--- src/hw/rtl/assert_macros.svh ---
// Assertion helpers; clk_i and rst_ni are taken from the enclosing module.
`ifndef ASSERT_MACROS_SVH
`define ASSERT_MACROS_SVH

// Check prop on every rising clock edge outside reset.
`define ASSERT_AT(lbl, prop, msg) \
  lbl: assert property (@(posedge clk_i) disable iff (!rst_ni) (prop)) else $error(msg);

// Check that cond never holds outside reset.
`define ASSERT_NEVER(lbl, cond, msg) \
  `ASSERT_AT(lbl, !(cond), msg)

`endif

--- src/hw/rtl/sar_pkg.sv ---
`default_nettype none

package sar_pkg;

  localparam int unsigned DataBits = 8;
  localparam int unsigned CfgIdxW  = 2;
  localparam int unsigned DivW     = 8;
  localparam int unsigned BitCntW  = 4;

  typedef enum logic [2:0] {
    PH_IDLE  = 3'd0,
    PH_SETUP = 3'd1,
    PH_CMD   = 3'd2,
    PH_NULL  = 3'd3,
    PH_MSB   = 3'd4,
    PH_LSB   = 3'd5
  } phase_e;

  typedef enum logic [CfgIdxW-1:0] {
    CFG_HALF_PERIOD  = 2'd0,
    CFG_SINGLE_ENDED = 2'd1,
    CFG_ODD_SELECT   = 2'd2
  } cfg_idx_e;

  typedef struct packed {
    logic [DivW-1:0] half_period;
    logic            single_ended;
    logic            odd_select;
  } cfg_t;

  typedef struct packed {
    logic                select_n;
    logic                serial_clock;
    logic                data_out;
    logic                drive_enable;
    logic                busy;
    logic                result_valid;
    logic [DataBits-1:0] msb_value;
    logic [DataBits-1:0] lsb_value;
    logic                agree;
  } res_t;

endpackage

`default_nettype wire

--- src/hw/rtl/serial_adc_reader_top.sv ---
`default_nettype none

// Serial converter read master. Each input transaction is one tick of the pin
// sequencer (start request plus sampled data pin); each tick yields exactly one
// output transaction with the pin levels and the two assembled bytes. One
// transaction is taken per clock cycle; its result appears in the output
// register on the next cycle, and a new input is taken whenever that register
// is empty or is being drained in the same cycle. Configuration writes are
// always taken and apply to the following ticks.

module serial_adc_reader_top import sar_pkg::*; (
  input  wire logic                clk_i,
  input  wire logic                rst_ni,
  input  wire logic                in_valid_i,
  output logic                     in_ready_o,
  input  wire logic                start_req_i,
  input  wire logic                data_in_i,
  output logic                     out_valid_o,
  input  wire logic                out_ready_i,
  output logic                     select_n_o,
  output logic                     serial_clock_o,
  output logic                     data_out_o,
  output logic                     drive_enable_o,
  output logic                     busy_res_o,
  output logic                     result_valid_o,
  output logic [DataBits-1:0]      msb_first_value_o,
  output logic [DataBits-1:0]      lsb_first_value_o,
  output logic                     values_agree_o,
  input  wire logic                cfg_valid_i,
  output logic                     cfg_ready_o,
  input  wire logic [CfgIdxW-1:0]  cfg_index_i,
  input  wire logic [DivW-1:0]     cfg_data_i
);

  cfg_t cfg_q;
  res_t res_d, res_q;
  logic out_valid_q;
  logic accept;

  assign cfg_ready_o = 1'b1;
  assign in_ready_o  = !out_valid_q || out_ready_i;
  assign accept      = in_valid_i && in_ready_o;

  always_ff @(posedge clk_i or negedge rst_ni) begin
    if (!rst_ni) begin
      cfg_q.half_period  <= DivW'(2);
      cfg_q.single_ended <= 1'b0;
      cfg_q.odd_select   <= 1'b1;
    end else if (cfg_valid_i) begin
      case (cfg_index_i)
        CFG_HALF_PERIOD:  cfg_q.half_period  <= cfg_data_i;
        CFG_SINGLE_ENDED: cfg_q.single_ended <= cfg_data_i[0];
        CFG_ODD_SELECT:   cfg_q.odd_select   <= cfg_data_i[0];
        default: ;
      endcase
    end
  end

  sar_core u_core (
    .clk_i,
    .rst_ni,
    .adv_i       (accept),
    .start_req_i,
    .data_in_i,
    .cfg_i       (cfg_q),
    .res_o       (res_d)
  );

  always_ff @(posedge clk_i or negedge rst_ni) begin
    if (!rst_ni) begin
      out_valid_q <= 1'b0;
    end else if (in_ready_o) begin
      out_valid_q <= in_valid_i;
    end
  end

  always_ff @(posedge clk_i) begin
    if (accept) begin
      res_q <= res_d;
    end
  end

  assign out_valid_o       = out_valid_q;
  assign select_n_o        = res_q.select_n;
  assign serial_clock_o    = res_q.serial_clock;
  assign data_out_o        = res_q.data_out;
  assign drive_enable_o    = res_q.drive_enable;
  assign busy_res_o        = res_q.busy;
  assign result_valid_o    = res_q.result_valid;
  assign msb_first_value_o = res_q.msb_value;
  assign lsb_first_value_o = res_q.lsb_value;
  assign values_agree_o    = res_q.agree;

endmodule

`default_nettype wire

--- src/hw/rtl/sar_core.sv ---
`default_nettype none

`include "assert_macros.svh"

module sar_core import sar_pkg::*; (
  input  wire logic clk_i,
  input  wire logic rst_ni,
  input  wire logic adv_i,
  input  wire logic start_req_i,
  input  wire logic data_in_i,
  input  wire cfg_t cfg_i,
  output res_t      res_o
);

  phase_e              phase_q, phase_d;
  logic [DivW-1:0]     div_q, div_d;
  logic [BitCntW-1:0]  bit_q, bit_d;
  logic [DataBits-1:0] msb_q, msb_d;
  logic [DataBits-1:0] lsb_q, lsb_d;
  logic                clk_q, clk_d;

  always_ff @(posedge clk_i or negedge rst_ni) begin
    if (!rst_ni) begin
      phase_q <= PH_IDLE;
      div_q   <= '0;
      bit_q   <= '0;
      msb_q   <= '0;
      lsb_q   <= '0;
      clk_q   <= 1'b0;
    end else if (adv_i) begin
      phase_q <= phase_d;
      div_q   <= div_d;
      bit_q   <= bit_d;
      msb_q   <= msb_d;
      lsb_q   <= lsb_d;
      clk_q   <= clk_d;
    end
  end

  always_comb begin
    logic [DivW-1:0] lim;
    logic            tick;
    logic            busy;
    phase_d = phase_q;
    div_d   = div_q;
    bit_d   = bit_q;
    msb_d   = msb_q;
    lsb_d   = lsb_q;
    clk_d   = clk_q;
    res_o   = '0;
    lim  = (cfg_i.half_period == '0) ? '0 : cfg_i.half_period - DivW'(1);
    tick = (div_q >= lim);
    case (phase_q)
      PH_SETUP, PH_CMD, PH_NULL, PH_MSB, PH_LSB: begin
        div_d = tick ? '0 : div_q + DivW'(1);
        if (tick) begin
          if (phase_q == PH_SETUP) begin
            phase_d = PH_CMD;
            bit_d   = '0;
            clk_d   = 1'b1;
          end else if (phase_q == PH_CMD) begin
            if (clk_q) begin
              clk_d = 1'b0;
              if (bit_q >= BitCntW'(2)) begin
                phase_d = PH_NULL;
                bit_d   = '0;
              end else begin
                bit_d = bit_q + BitCntW'(1);
              end
            end else begin
              clk_d = 1'b1;
            end
          end else if (!clk_q) begin
            if (phase_q == PH_MSB) begin
              msb_d = {msb_q[DataBits-2:0], data_in_i};
            end else if (phase_q == PH_LSB) begin
              lsb_d = {data_in_i, lsb_q[DataBits-1:1]};
            end
            clk_d = 1'b1;
          end else begin
            clk_d = 1'b0;
            if (phase_q == PH_NULL) begin
              phase_d = PH_MSB;
              bit_d   = '0;
            end else if (bit_q >= BitCntW'(DataBits - 1)) begin
              bit_d = '0;
              if (phase_q == PH_MSB) begin
                phase_d = PH_LSB;
              end else begin
                phase_d            = PH_IDLE;
                res_o.result_valid = 1'b1;
              end
            end else begin
              bit_d = bit_q + BitCntW'(1);
            end
          end
        end
      end
      default: begin
        phase_d = PH_IDLE;
        clk_d   = 1'b0;
        if (start_req_i) begin
          phase_d = PH_SETUP;
          div_d   = '0;
          bit_d   = '0;
          msb_d   = '0;
          lsb_d   = '0;
        end
      end
    endcase

    busy               = (phase_d != PH_IDLE);
    res_o.busy         = busy;
    res_o.select_n     = !busy;
    res_o.serial_clock = clk_d;
    res_o.drive_enable = (phase_d == PH_SETUP) || (phase_d == PH_CMD);
    if (phase_d == PH_SETUP) begin
      res_o.data_out = 1'b1;
    end else if (phase_d == PH_CMD) begin
      if (bit_d == '0) begin
        res_o.data_out = 1'b1;
      end else if (bit_d == BitCntW'(1)) begin
        res_o.data_out = cfg_i.single_ended;
      end else begin
        res_o.data_out = cfg_i.odd_select;
      end
    end
    res_o.msb_value = msb_d;
    res_o.lsb_value = lsb_d;
    res_o.agree     = (msb_d == lsb_d);
  end

  `ASSERT_NEVER(a_bit_range, bit_q > BitCntW'(DataBits - 1), "bit counter out of range")
  `ASSERT_AT(a_idle_clk_low, (phase_q == PH_IDLE) |-> !clk_q, "serial clock high while idle")
  `ASSERT_AT(a_valid_ends, res_o.result_valid |-> (phase_q == PH_LSB && phase_d == PH_IDLE), "result outside end of LSB run")
  `ASSERT_AT(a_cmd_count, (phase_q == PH_CMD) |-> (bit_q <= BitCntW'(2)), "command bit index out of range")

endmodule

`default_nettype wire
--- config.mk ---
export PLATFORM = sky130hd
export DESIGN_NAME = serial_adc_reader_top
export DESIGN_NICKNAME = d
export VERILOG_FILES = /design/src/hw/rtl/sar_pkg.sv /design/src/hw/rtl/serial_adc_reader_top.sv /design/src/hw/rtl/sar_core.sv
export VERILOG_INCLUDE_DIRS = /design/src /design/src/hw/rtl
export SDC_FILE = /design/constraint.sdc
export NUM_CORES = 1
export LEC_CHECK = 0
export BUFFER_PORTS_ARGS = -buffer_cell sky130_fd_sc_hd__buf_4
export CAP_MARGIN = 20
export CORE_MARGIN = 5
export CORE_UTILIZATION = 45
export DETAILED_ROUTE_END_ITERATION = 6
export GPL_ROUTABILITY_DRIVEN = 0
export PLACE_DENSITY_LB_ADDON = 0.12
export SETUP_SLACK_MARGIN = 0.2
export SYNTH_ARGS = -nofsm -noshare
export SYNTH_HDL_FRONTEND = slang
export SYNTH_SLANG_ARGS = --single-unit
--- constraint.sdc ---
create_clock -name clk_i -period 3.2 [get_ports clk_i]
set_input_delay 0 -clock clk_i [delete_from_list [all_inputs] [get_ports clk_i]]
set_output_delay 0 -clock clk_i [all_outputs]
set_load 0.02 [all_outputs]
==> results by group <==
Routing
  • Via count: 3,463
  • Vias per cell: 5.51
  • Final WL: 10,300 um
  • 1st-pass router iterations: 4
  • Post-route ant nets: 0
  • DRC: 0
  • WL/cell: 16.4 um
  • Detailed Route Iter0 Violations: 154

STA
  • Max Slew Vio Count: 0
  • Max-slew headroom: 52.4%
  • Period utilisation layout: 106%
  • Layout Skew: 0.0115 ns
  • Final worst slack: -0.206 ns
  • Final setup violating endpoints: 12
  • Final min period: 3.41 ns
  • Worst-margin pin slew: 0.715 ns
  • Unrepaired setup endpoints after global routing: true
  • Count of final hold-check violations: 0
  • Maximum clock frequency: 294 MHz
  • Worst hold slack: 0.0309 ns

Power
  • Switch Pwr: 1460 uW
  • Worst vdd ir: 0.347 mV
  • Combinational fraction of design power: 47.5%
  • Net switching fraction of the power: 38.5%
  • Leak pwr: 0.00246 uW
  • Int Pwr: 2330 uW
  • Sequential power share: 31.8%
  • Clk pwr share: 20.7%
  • PwrDens: 666 nW/um^2

GRT
  • Initial antenna violation count: 0
  • Grt total ovfl: 0
  • Largest net degree at the start of global routing: 44
  • First-pass GRT wire length: 16,500 um
  • Vias in the first global route: 3,468
  • GRT Total Usage: 20.1%

Floorplan
  • I/O pins: 43
  • Num rows: 33
  • Die Wd: 102 um
  • Core area: 8260 um^2
  • Die area: 10,400 um^2
  • Initial Util: 46.2%
  • Die span in y: 102 um

Min path
  • Min-delay worst type: in -> reg

Placed design
  • HPWL Detailed: 6590 um
  • I/O Buffers: 41
  • Post-Place Worst Slack: -0.216 ns

Critical path
  • CP top delay family: simple AND/OR/NAND/NOR gates
  • Crit-path max cell delay: 0.40 ns
  • Crit-path cells: inv_2 -> ha_4 -> nand2_2 -> nor3_4 -> nand2_1 -> mux2_4 -> ha_4 -> and2_4 -> a221oi_4 -> buf_4 -> a2111oi_4 -> buf_6 -> buf_4 -> a221oi_4 -> xnor2_1 -> nand3_1 -> nor3_2
  • CP max-delay cell: dfrtp_1
  • Type of origin of the critical path: register
  • Critical Path Sink Type: register
  • Worst-path maximum fanout: 8
  • Worst endpoint required time: 3.40 ns
  • WS Path Type: reg -> reg
  • WP buf/inv: 4
  • Worst reg-to-reg setup slack: -0.21 ns
  • Critical path arrival: 3.60 ns

Finish
  • Total Nets Final: 548
  • Commonest non-fill, non-tap cell in the layout: buf_4
  • Fill cells: 626
  • Most frequent cells in the layout: buf_4, nand2_1, dfrtp_1
  • # diodes: 0
  • Multi-input logic area: 2320 um^2
  • Core Util, Final: 68.9%
  • Area growth syn-to-layout: 49.2%
  • FF/Latch Area: 1770 um^2
  • Layout cells sized above 1: 41.9%

CTS
  • Clk Tree Root Cell: clkbuf_8
  • CTS H-Tree Depth: 3
  • TritonCTS Buffers: 9
  • CTS tree: yes
  • CTS Sinks: 66
  • Clk slew on worst S/H paths: 0.08 ns
  • Clk Latency, worst-skew pair: 0.34 ns
  • CTS Buffer Depth: 2

Logic synthesis
  • Ys async rst share: 65.2%
  • Syn Area/Cell: 9.76 um^2
  • Area leader, netlist: dfrtp_1
  • Yosys Warn Count: 0
  • Post-synth EDFFs: 23
  • Syn_nets: 421
  • Flops & latches, synth: 66
  • Post-Synthesis Cells: 391
  • Mapped cell area: 3810 um^2
  • Top post-synthesis cells by area: dfrtp_1, edfxtp_1, o21ai_0, nand2_1, mux2_2
  • Register area share after synthesis: 46.4%
  • Top cell type's share of synthesized area: 26.9%
  • Prevailing post-synth register cell: dfrtp_1
  • Synth cell types: 56

Outcome
  • Status: finished with violations
  • Failing checks: setup timing

Run
  • Maxcap violations: 0
-- cells by family (layout without fill, tap and decap cells) --
| logic type | Yosys count | in the layout | share of synthesized area [%] |
|---|---|---|---|
| xor gates and xnor gates | 15 | 15 | 3.44 |
| muxes | 25 | 25 | 7.08 |
| and+or+nand+nor | 127 | 127 | 16.4 |
| buffers and inverters | 44 | 176 | 4.46 |
| DFF | 66 | 66 | 46.4 |
| adders and majority gates | 13 | 13 | 4.26 |
| AOI/OAI and AO/OA | 100 | 100 | 17.8 |
| other | 1 | 1 | 0.0983 |
-- final cells by class --
cell class / instances / area share [%]
multi-input cells: 281 / 40.8
well taps: 105 / 2.31
clock buffers: 10 / 2.24
flip-flops and latches: 66 / 31.1
repair buffers: 130 / 20.0
inverters: 30 / 1.98
clock inverters: 6 / 1.58
-- routing by layer --
| metal | GRT usage (%) | vias to the layer above | routed length (um) |
|---|---|---|---|
| met1 | 25.5 | 1704 | 4520 |
| met5 | 0 | - | 0 |
| li1 | - | 1663 | - |
| met3 | 3.14 | 18 | 398 |
| met4 | 6.96 | 0 | 182 |
| met2 | 34.9 | 78 | 5220 |
-- worst paths after layout --
kind,from,to,depth (start not counted)
min,cfg_index_i[0],cfg_q[0],3
max in group asynchronous,rst_ni,cfg_q[5],2
min in group asynchronous,rst_ni,cfg_q[8],2
min reg2reg,u_core.msb_q[7],u_core.msb_q[7],2
max reg2reg,cfg_q[2],values_agree_o,17
max,cfg_q[2],values_agree_o,17
-- power groups by stage --
| stage | Combinational (uW) | Sequential (uW) | Clock [uW] |
|---|---|---|---|
| global route | 1960 | 1220 | 835 |
| floorplan | 937 | 1210 | 0 |
| global placement | 1410 | 1200 | 0 |
| CTS | 1610 | 1190 | 794 |
| finish | 1800 | 1210 | 783 |
| detailed placement | 1430 | 1200 | 0 |
-- Yosys cell counts (3+ instances only) --
master and count:
dfrtp_1 41, inv_1 29, nand3b_1 3, and2_1 10
and3_1 4, nand2b_1 7, a21oi_1 15, nor2_1 18
a22o_1 8, nor4_1 3, a22oi_1 5, nand2_1 51
xor2_1 5, o21bai_1 3, nand4_1 4, clkbuf_1 12
nor3_1 8, mux2i_1 9, xnor2_1 10, nor2b_1 4
o21ai_0 39, edfxtp_1 23, o31ai_1 4, mux2_2 16
ha_1 13, a2111oi_0 3, nand3_1 6
-- flip-flops by register name, summed over array words and instances, names as in the netlist --
name	count
u_core.div_q	8
busy_res_o	1
data_out_o	1
msb_first_value_o	8
u_core.bit_q	4
result_valid_o	1
lsb_first_value_o	8
serial_clock_o	1
cfg_q	10
select_n_o	1
u_core.lsb_q	8
out_valid_o	1
drive_enable_o	1
u_core.msb_q	8
u_core.clk_q	1
u_core.phase_q	3
values_agree_o	1
-- worst reg2reg max path: stages (launching register included) --
cell	delay [ns]
dfrtp_1	0.40
inv_2	0.09
ha_4	0.16
nand2_2	0.10
nor3_4	0.13
nand2_1	0.07
mux2_4	0.28
ha_4	0.23
and2_4	0.15
a221oi_4	0.31
buf_4	0.18
a2111oi_4	0.06
buf_6	0.18
buf_4	0.14
a221oi_4	0.33
xnor2_1	0.17
nand3_1	0.11
nor3_2	0.18
-- metrics by stage --
step	total power [uW]	TNS [ns]	cell area (um^2)	cells
6_report	3790	-1.27	5690	628
5_1_grt	4010	-3.66	5690	628
4_1_cts	3590	-0.133	5400	618
3_5_place_dp	2640	-0.841	4680	572
3_3_place_gp	2600	-0.243	4680	572
2_1_floorplan	2150	-0.0690	3920	391
-- repair_timing --
| action | CTS | global route |
|---|---|---|
| endpoints found under the setup margin | 37 | 53 |
| resized for setup | 56 | 59 |
| cloned | 1 | 0 |
| pin swaps | 15 | 13 |
| buffers inserted | 17 | 10 |
| endpoints found under the hold margin | 53 | 0 |
| hold buffers | 12 | 0 |
Note: power is estimated with default switching activity, not from simulation.
